===== src/hdl/skvt_pkg.sv =====
// ----------------------------------------------------------------------------
// skvt_pkg
// Types and constants of the sorted key/value table.
// ----------------------------------------------------------------------------
package skvt_pkg;

   localparam int DEPTH_DEF = 16;
   localparam int CMD_W     = 2;
   localparam int KEY_W     = 32;
   localparam int VAL_W     = 32;
   localparam int STAT_W    = 2;
   localparam int OCC_W     = 5;

   // value returned when no data is found
   localparam logic signed [VAL_W-1:0] VALUE_NONE = '1;

   typedef enum logic [CMD_W-1:0] {
      CMD_INSERT = 2'd0,
      CMD_DELETE = 2'd1,
      CMD_SEARCH = 2'd2
   } cmd_type;

   typedef enum logic [STAT_W-1:0] {
      ST_OK   = 2'd0,
      ST_MISS = 2'd1,
      ST_FULL = 2'd2
   } status_type;

   typedef enum logic [2:0] {
      S_IDLE,
      S_START,
      S_INS,
      S_DEL_FIND,
      S_DEL_SHIFT,
      S_SRCH,
      S_FINISH
   } state_type;

endpackage


===== src/hdl/sorted_key_value_table.sv =====
// ----------------------------------------------------------------------------
// sorted_key_value_table
// Table of up to DEPTH key/data pairs held in ascending signed key order.
// ----------------------------------------------------------------------------
// Usage:
//   req_* carries one command word (insert, delete, search) with key and data.
//   rsp_* returns exactly one word per command: status, search data and the
//   number of entries held after the command.
//   Both channels use valid/ready; a word moves when both are high.
// Timing:
//   One command at a time. Insert walks down from the top entry to its slot,
//   delete walks up to the match and then to the top, search walks up to the
//   first key not below. The single read port of the entry memory and the
//   shared key compare unit serve every step.
//   req_ready is high only while no command is in progress.
// Reset:
//   Synchronous, active high; the table is emptied at once (entry count only,
//   memory contents are left as they are). No clearing pass.
// Stall:
//   A finished result sits in the output register; the next command is taken
//   while it waits. A command that finishes before rsp_ready frees the
//   output register holds in its last step.
// ----------------------------------------------------------------------------
module sorted_key_value_table
   import skvt_pkg::*;
#(
   parameter int DEPTH = DEPTH_DEF
) (
   input  logic                     clock,
   input  logic                     reset,
   input  logic                     req_valid,
   output logic                     req_ready,
   input  logic [CMD_W-1:0]         req_command,
   input  logic signed [KEY_W-1:0]  req_key,
   input  logic signed [VAL_W-1:0]  req_value_in,
   output logic                     rsp_valid,
   input  logic                     rsp_ready,
   output logic [STAT_W-1:0]        rsp_status,
   output logic signed [VAL_W-1:0]  rsp_value_out,
   output logic [OCC_W-1:0]         rsp_occupancy
);

   localparam int AW = $clog2(DEPTH);
   localparam int CW = $clog2(DEPTH + 1);

   state_type               state_ff, state_in;
   logic [CMD_W-1:0]        cmd_ff;
   logic signed [KEY_W-1:0] key_ff;
   logic signed [VAL_W-1:0] val_ff;
   logic [CW-1:0]           pos_ff, pos_in;
   logic [CW-1:0]           count_ff, count_in;
   status_type              res_status_ff, res_status_in;
   logic signed [VAL_W-1:0] res_value_ff, res_value_in;

   // entry memory, one write and one registered read per cycle
   logic signed [KEY_W-1:0] key_mem_ff [DEPTH];
   logic signed [VAL_W-1:0] val_mem_ff [DEPTH];
   logic signed [KEY_W-1:0] rd_key_ff;
   logic signed [VAL_W-1:0] rd_val_ff;
   logic [AW-1:0]           rd_addr;
   logic                    wr_en;
   logic [AW-1:0]           wr_addr;
   logic signed [KEY_W-1:0] wr_key;
   logic signed [VAL_W-1:0] wr_val;

   logic                    rsp_valid_ff;
   status_type              rsp_status_ff;
   logic signed [VAL_W-1:0] rsp_value_ff;
   logic [OCC_W-1:0]        rsp_occ_ff;
   logic                    load_rsp;

   logic                    req_accept;
   logic                    key_lt, key_eq, is_full;
   logic [CW-1:0]           pos_m1, pos_m2, pos_p1, pos_p2, cnt_m1;

   assign req_ready  = (state_ff == S_IDLE);
   assign req_accept = req_valid && req_ready;

   // shared compare unit: stored key against command key
   assign key_lt  = (rd_key_ff < key_ff);
   assign key_eq  = (rd_key_ff == key_ff);
   assign is_full = (count_ff == CW'(DEPTH));

   assign pos_m1 = pos_ff - CW'(1);
   assign pos_m2 = pos_ff - CW'(2);
   assign pos_p1 = pos_ff + CW'(1);
   assign pos_p2 = pos_ff + CW'(2);
   assign cnt_m1 = count_ff - CW'(1);

   // next state
   always_comb begin
      state_in = state_ff;
      unique case (state_ff)
         S_IDLE: begin
            if (req_valid) state_in = S_START;
         end
         S_START: begin
            unique case (cmd_ff)
               CMD_INSERT: state_in = is_full ? S_FINISH : S_INS;
               CMD_DELETE: state_in = S_DEL_FIND;
               CMD_SEARCH: state_in = S_SRCH;
               default:    state_in = S_FINISH;
            endcase
         end
         S_INS: begin
            if (pos_ff == '0 || key_lt) state_in = S_FINISH;
         end
         S_DEL_FIND: begin
            if (pos_ff == count_ff) state_in = S_FINISH;
            else if (key_eq)        state_in = S_DEL_SHIFT;
         end
         S_DEL_SHIFT: begin
            if (pos_p1 == count_ff) state_in = S_FINISH;
         end
         S_SRCH: begin
            if (pos_ff == count_ff || !key_lt) state_in = S_FINISH;
         end
         S_FINISH: begin
            if (!rsp_valid_ff || rsp_ready) state_in = S_IDLE;
         end
         default: state_in = S_IDLE;
      endcase
   end

   // datapath control per step
   always_comb begin
      pos_in        = pos_ff;
      count_in      = count_ff;
      res_status_in = res_status_ff;
      res_value_in  = res_value_ff;
      rd_addr       = pos_p1[AW-1:0];
      wr_en         = 1'b0;
      wr_addr       = pos_ff[AW-1:0];
      wr_key        = rd_key_ff;
      wr_val        = rd_val_ff;
      load_rsp      = 1'b0;
      unique case (state_ff)
         S_IDLE: begin
         end
         S_START: begin
            res_status_in = ST_MISS;
            res_value_in  = VALUE_NONE;
            pos_in        = '0;
            rd_addr       = '0;
            if (cmd_ff == CMD_INSERT) begin
               // walk down from the top entry
               pos_in  = count_ff;
               rd_addr = cnt_m1[AW-1:0];
               if (is_full) res_status_in = ST_FULL;
            end
         end
         S_INS: begin
            // bus holds entry pos-1; either place the new pair or move it up
            wr_en = 1'b1;
            if (pos_ff == '0 || key_lt) begin
               wr_key        = key_ff;
               wr_val        = val_ff;
               count_in      = count_ff + CW'(1);
               res_status_in = ST_OK;
            end else begin
               rd_addr = pos_m2[AW-1:0];
               pos_in  = pos_m1;
            end
         end
         S_DEL_FIND: begin
            // bus holds entry pos; read of pos+1 serves both outcomes
            if (pos_ff != count_ff && !key_eq) pos_in = pos_p1;
         end
         S_DEL_SHIFT: begin
            // bus holds entry pos+1, moved down into pos
            if (pos_p1 == count_ff) begin
               count_in      = cnt_m1;
               res_status_in = ST_OK;
            end else begin
               wr_en   = 1'b1;
               pos_in  = pos_p1;
               rd_addr = pos_p2[AW-1:0];
            end
         end
         S_SRCH: begin
            if (pos_ff != count_ff) begin
               if (!key_lt) begin
                  if (key_eq) begin
                     res_status_in = ST_OK;
                     res_value_in  = rd_val_ff;
                  end
               end else begin
                  pos_in = pos_p1;
               end
            end
         end
         S_FINISH: begin
            load_rsp = !rsp_valid_ff || rsp_ready;
         end
         default: begin
         end
      endcase
   end

   // control registers
   always_ff @(posedge clock) begin
      if (reset) begin
         state_ff     <= S_IDLE;
         count_ff     <= '0;
         rsp_valid_ff <= 1'b0;
      end else begin
         state_ff <= state_in;
         count_ff <= count_in;
         if (load_rsp)       rsp_valid_ff <= 1'b1;
         else if (rsp_ready) rsp_valid_ff <= 1'b0;
      end
   end

   // command and work registers
   always_ff @(posedge clock) begin
      if (req_accept) begin
         cmd_ff <= req_command;
         key_ff <= req_key;
         val_ff <= req_value_in;
      end
      pos_ff        <= pos_in;
      res_status_ff <= res_status_in;
      res_value_ff  <= res_value_in;
   end

   // result word
   always_ff @(posedge clock) begin
      if (load_rsp) begin
         rsp_status_ff <= res_status_ff;
         rsp_value_ff  <= res_value_ff;
         rsp_occ_ff    <= OCC_W'(count_ff);
      end
   end

   // entry memory
   always_ff @(posedge clock) begin
      if (wr_en) begin
         key_mem_ff[wr_addr] <= wr_key;
         val_mem_ff[wr_addr] <= wr_val;
      end
      rd_key_ff <= key_mem_ff[rd_addr];
      rd_val_ff <= val_mem_ff[rd_addr];
   end

   assign rsp_valid     = rsp_valid_ff;
   assign rsp_status    = rsp_status_ff;
   assign rsp_value_out = rsp_value_ff;
   assign rsp_occupancy = rsp_occ_ff;

endmodule


===== config.mk =====
export PLATFORM = sky130hd
export DESIGN_NAME = sorted_key_value_table
export DESIGN_NICKNAME = d
export VERILOG_FILES = /design/src/hdl/skvt_pkg.sv /design/src/hdl/sorted_key_value_table.sv
export SDC_FILE = /design/constraint.sdc
export NUM_CORES = 1
export LEC_CHECK = 0
export BUFFER_PORTS_ARGS = -buffer_cell sky130_fd_sc_hd__buf_4
export CAP_MARGIN = 20
export CORE_MARGIN = 3
export CORE_UTILIZATION = 55
export DETAILED_ROUTE_END_ITERATION = 16
export GPL_ROUTABILITY_DRIVEN = 0
export PLACE_DENSITY = 0.68
export SYNTH_ARGS = -nofsm -noshare
export SYNTH_HDL_FRONTEND = slang
export SYNTH_SLANG_ARGS = --single-unit
export TNS_END_PERCENT = 50

===== constraint.sdc =====
create_clock -name clock -period 8.8 [get_ports clock]
set_input_delay 0.44 -clock clock [delete_from_list [all_inputs] [get_ports clock]]
set_output_delay 0.44 -clock clock [all_outputs]
set_load 0.05 [all_outputs]

Word-level counts from Yosys, hierarchy flattened
Memory sizes are Yosys's and may differ from the RTL's. A register that Yosys moved wholly into a read port is not among the register bits.
Index checks and enable logic that the tools add are counted.
- $add $sub $neg: 6
- $mul: 0
- divide/modulo/power cells: 0
- order comparisons: 1
- equality and inequality tests: 26
- shift operators: 0
- muxes and demuxes: 47
- bitwise logic cells: 0
- reduce and logical (&&, ||, !) cells: 21
- operator list (operator ; count):
    $mux W32 ; 7
    $pmux W32 S2 ; 1
    $mux W5 ; 8
    $eq A32 B32 Y1 ; 1
    $lt A32 B32 Y1 ; 1
    $pmux W5 S5 ; 1
    $mux W3 ; 8
    $ne A2 B2 Y1 const B ; 12
    $pmux W3 S7 ; 1
    $reduce_and A6 Y1 ; 3
    $mux W2 ; 7
    $mux W4 ; 3
    $pmux W4 S3 ; 1
    $add A5 B1 Y5 const B ; 2
    $eq A5 B5 Y1 ; 2
    $pmux W5 S2 ; 1
    $sub A5 B1 Y5 const B ; 2
    $eq A3 B3 Y1 const B ; 3
    $pmux W3 S3 ; 1
    $pmux W2 S4 ; 1
    $eq A3 B2 Y1 const B ; 2
    $mux W1 ; 6
    $reduce_bool A2 Y1 ; 3
    $eq A5 B5 Y1 const B ; 1
    other kinds (18) ; 23
- register bits: 153
- bits in latches: 0
- memory bits (writable): 1024
- memory bits (read-only): 0
- input bits: 70
- output and inout bits: 41
- logic and storage cells: 115
- memories: 2
- memories (memory ; words ; width ; rd ports ; clocked after memory_dff ; wr ports ; RTL line ; source):
    key_mem_ff ; 16 ; 32 ; 1 ; 1 ; 1 ; sorted_key_value_table.sv:56 ; logic signed [KEY_W-1:0] key_mem_ff [DEPTH];
    val_mem_ff ; 16 ; 32 ; 1 ; 1 ; 1 ; sorted_key_value_table.sv:57 ; logic signed [VAL_W-1:0] val_mem_ff [DEPTH];

Longest topological paths before layout
- word-level depth: 6
- depth in mapped cells: 16
- gate-level depth less buffers: 12

Least setup slack after synthesis
No wires, ideal clock.
- kind: register to register
- from: register pos_ff[1]
- to: memory key_mem_ff[11][0], enable pin
- setup time: 0.487 ns
- arrival: 4.444 ns
- required time: 8.313 ns
- path slack: 3.869 ns
- stages on the path, launching flop included: 9
- path buffers: 0
- clock period less this slack: 4.931 ns
- path through: edfxtp_1 > ha_1 > and3b_1 > o2bb2ai_1 > a211o_1 > nand2_1 > nand2_1 > nand2_1 > nor2_1
- longest elaborated chain between the ends: 6
- ends and longest elaborated chain (element ; RTL line ; source):
    start: declaration ; sorted_key_value_table.sv:50 ; logic [CW-1:0] pos_ff, pos_in;
    start signal: assignment ; sorted_key_value_table.sv:221 ; pos_ff <= pos_in;
    $add A5 B1 Y5 ; sorted_key_value_table.sv:86 ; assign pos_p1 = pos_ff + CW'(1);
    $eq A5 B5 Y1 ; sorted_key_value_table.sv:171 ; if (pos_p1 == count_ff) begin
    $mux W1 ; sorted_key_value_table.sv:171 ;
    $pmux W1 S2 ; sorted_key_value_table.sv:137 ; unique case (state_ff)
    $mux W1 ; sorted_key_value_table.sv:237 ; if (wr_en) begin
    $mux W1 (implied by the code) ; sorted_key_value_table.sv:238 ; key_mem_ff[wr_addr] <= wr_key;
    end: declaration ; sorted_key_value_table.sv:56 ;
Several ways; a longest one is shown, not always the timed one.

Final worst setup path
- from: register key_ff[12]
- to: register rd_key_ff[4] (read register of key_mem_ff)
- longest elaborated chain between the ends: 4
- ends and longest elaborated chain (element ; RTL line ; source):
    start: declaration ; sorted_key_value_table.sv:48 ; logic signed [KEY_W-1:0] key_ff;
    start signal: assignment ; sorted_key_value_table.sv:218 ; key_ff <= req_key;
    $lt A32 B32 Y1 ; sorted_key_value_table.sv:80 ; assign key_lt = (rd_key_ff < key_ff);
    $logic_or A1 B1 Y1 ; sorted_key_value_table.sv:155 ; if (pos_ff == '0 || key_lt) begin
    $mux W4 ; sorted_key_value_table.sv:155 ;
    $pmux W4 S3 ; sorted_key_value_table.sv:137 ;
    end: declaration ; sorted_key_value_table.sv:58 ; logic signed [KEY_W-1:0] rd_key_ff;
Every way passes these cells.
A chain may end at the register's enable or synchronous reset.

==> results.md <==
* Outcome: finished, final reports clean
* Die Area at 93800 µm²
* Root Driver: clkbuf_16
* Synth Area in XOR/XNOR at 0.00431
* DRC viols at 0
* HPWL after detailed placement at 67100 µm
* Vias in the first global route at 32200
* Cell variety after synth at 72
* Wire per inst at 28.5 µm
* Clk_lat worst skew at 0.71 ns
* First-pass GRT wire length at 203000 µm
* IO Port Bufs at 110
* Congestion Overflow GR at 0
* Die span in y at 306 µm
* H-tree level count at 3
* CTS Buffer Depth at 3
* CTS tree: yes
* Clock Sinks at 1241
* Synthesized instance count at 3492
* Main synth FF type: edfxtp_1
* Data arrival, critical path at 6.78 ns
* Total Routing Usage GR at 0.290
* Site Rows at 109
* Global route hottest layer: met2
* Largest family of logic cells by synthesized area: compound AO/OA/AOI/OAI gates
* Via-to-Cell Ratio at 6.73
* Setup-failing EPs final at 0
* Crit-path max FO at 50
* Synth Area in Simple Gates at 0.0914
* Slew Limit Fails at 0
* Min Clock Period, post-route at 6.16 ns
* Worst Hold Class: reg -> reg
* First drt pass iteration count at 6
* Starting DRT DRC Count at 4386
* Fin Clk Skew at 0.0307 ns
* Area contributors post-synth: edfxtp_1 (71%), nand3_1 (4.6%), o21ai_0 (4.0%)
* Total Wirelength at 139000 µm
* Mapped Nets at 3607
* Slew margin rel. at 0.204
* Fin. Hold Viols at 0
* Post-synth EDFFs at 1168
* Required time of the critical path at 9.42 ns
* Worst slew pin tran at 1.19 ns
* Met3 Usage GRT at 0.0469
* Setup TNS at 0 ns
* Sequential element share of the synthesized area at 0.736
* Grt met1 use at 0.397
* Core ar. at 88900 µm²
* Post-Synth Adder-Cell Area at 0.0113
* Top cell type's share of synthesized area at 0.707
* Mux cell area share after synthesis at 0.0224
* RSZ-0062 raised after global routing: false
* Ports at 111
* Critical path endpoint category: flop
* Most common cell after layout, fill and taps aside: edfxtp_1
* CP startpoint kind: flop
* # nets final at 3714
* Util after Layout at 0.636
* Tcrit/Tclk final at 0.700
* Largest net degree at the start of global routing at 194
* Asr flop ratio synth at 0
* Post-Syn Area at 49600 µm²
* Grt met2 use at 0.472
* Reg clk slew, reported paths at 0.06 ns
* Initial antenna violation count at 0
* Yosys warns at 0
* Cts bufs inserted at 121
* Synth Area in Compound Gates at 0.106
* Die Span X at 306 µm
* Avg Inst Size Synth at 14.2 µm²
* Max-Cap Viols at 0
* Top cell type by total area after synthesis: edfxtp_1
* #FFs+latches synth at 1241
* Kind of critical path: reg -> reg
* Post-route ant nets at 0
* Initial core utilization at 0.558
* Layout area overhead at 14.0%
* Share of cells above drive strength 1 at 0.140
* Most frequent cells in the layout: edfxtp_1 (1168), nand3_1 (452), o21ai_0 (396), buf_4 (201), a21oi_1 (160)
* FMAX at 162 MHz
* Vias at 32800
## layer usage
layer  part of all wire  vias to the layer above
li1                   -                    13900
met1               0.39                    16500
met2               0.48                     2052
met3               0.10                      345
met4              0.033                        0
met5                  0                        -
## final cells by class
cell class | instances | area [µm²]
Timing Repair Buffer | 275 | 2280
Fill cell | 6401 | 32300
Clock inverter | 75 | 826
Antenna cell | 1 | 2.50
Sequential cell | 1241 | 36500
Clock buffer | 155 | 3310
Inverter | 45 | 169
Tap cell | 1165 | 1460
Multi-Input combinational cell | 1915 | 12000
## through the flow
stage | cell area, µm² | cells | worst slack, ns | hold WS, ns
after floorplan | 49600 | 3492 | 3.87 | 0.400
after global placement | 51700 | 4571 | 2.95 | 0.401
after detailed placement | 51800 | 4573 | 2.82 | 0.405
after CTS | 56600 | 4871 | 2.78 | 0.415
after global routing | 56600 | 4871 | 2.51 | 0.424
final | 56600 | 4872 | 2.64 | 0.419
## timing repair
action,4_1_cts,5_1_grt
setup buffers,0,0
gates resized for setup,0,0
endpoints found under the hold margin,75,0
setup endpoints to repair,0,0
hold buffers,68,0
## critical path: stages (launching register included)
cell and delay [ns]:
edfxtp_1 0.38, inv_1 0.10, ha_1 0.23, nand4_1 0.22
nor3_1 0.11, a2111oi_2 0.39, a31oi_1 0.28, o211ai_1 0.84
a21oi_1 0.25, o2bb2ai_4 0.88, buf_4 0.85, nor3b_4 0.76
buf_4 0.45, a221oi_1 0.15, nand4_1 0.13
## sequential cells by signal (all words and copies together) (netlist names), 32 cells and up
register       count
val_ff            32
key_mem_ff       512
key_ff            32
rd_key_ff         32
rd_val_ff         32
rsp_value_out     32
res_value_ff      32
val_mem_ff       512
## logic make-up (layout without fill, tap and decap cells)
family	count (synthesis)	count (layout)
AO/OA/AOI/OAI	891	891
XOR/XNOR	22	22
adder cells (fa/ha/maj)	45	45
buffers and inverters	336	550
flip-flops	1241	1241
multiplexers	99	99
other	0	1
AND/OR/NAND/NOR	858	858
## path summary, 6_finish.rpt
| check | startpoint | to | cells after the start | slack [ns] |
|---|---|---|---|---|
| setup / recovery | key_ff[12] | rd_key_ff[4] | 14 | 2.64 |
| hold / removal | res_value_ff[1] | rsp_value_out[1] | 0 | 0.42 |
| hold reg to reg | res_value_ff[1] | rsp_value_out[1] | 0 | 0.42 |
| setup reg to reg | key_ff[12] | rd_key_ff[4] | 14 | 2.64 |
## Yosys cell counts (all sizes together) (4+ instances only)
cell type  instances
a211oi            68
o22ai              4
dfxtp             73
a221oi            66
mux2              97
a31oi              4
a21oi            161
nand2b            12
or3               35
ha                45
nor3              14
and2               5
and3             129
nand2             72
edfxtp          1168
o211ai             5
xnor2             15
xor2               6
clkbuf           237
o21ai            493
buf               54
a32oi             64
nand4             72
nand3            452
inv               45
nor2              48
Power is left out: the tool's default activity adds up to more than one toggle a clock period on the data nets, which glitch-free logic cannot reach.
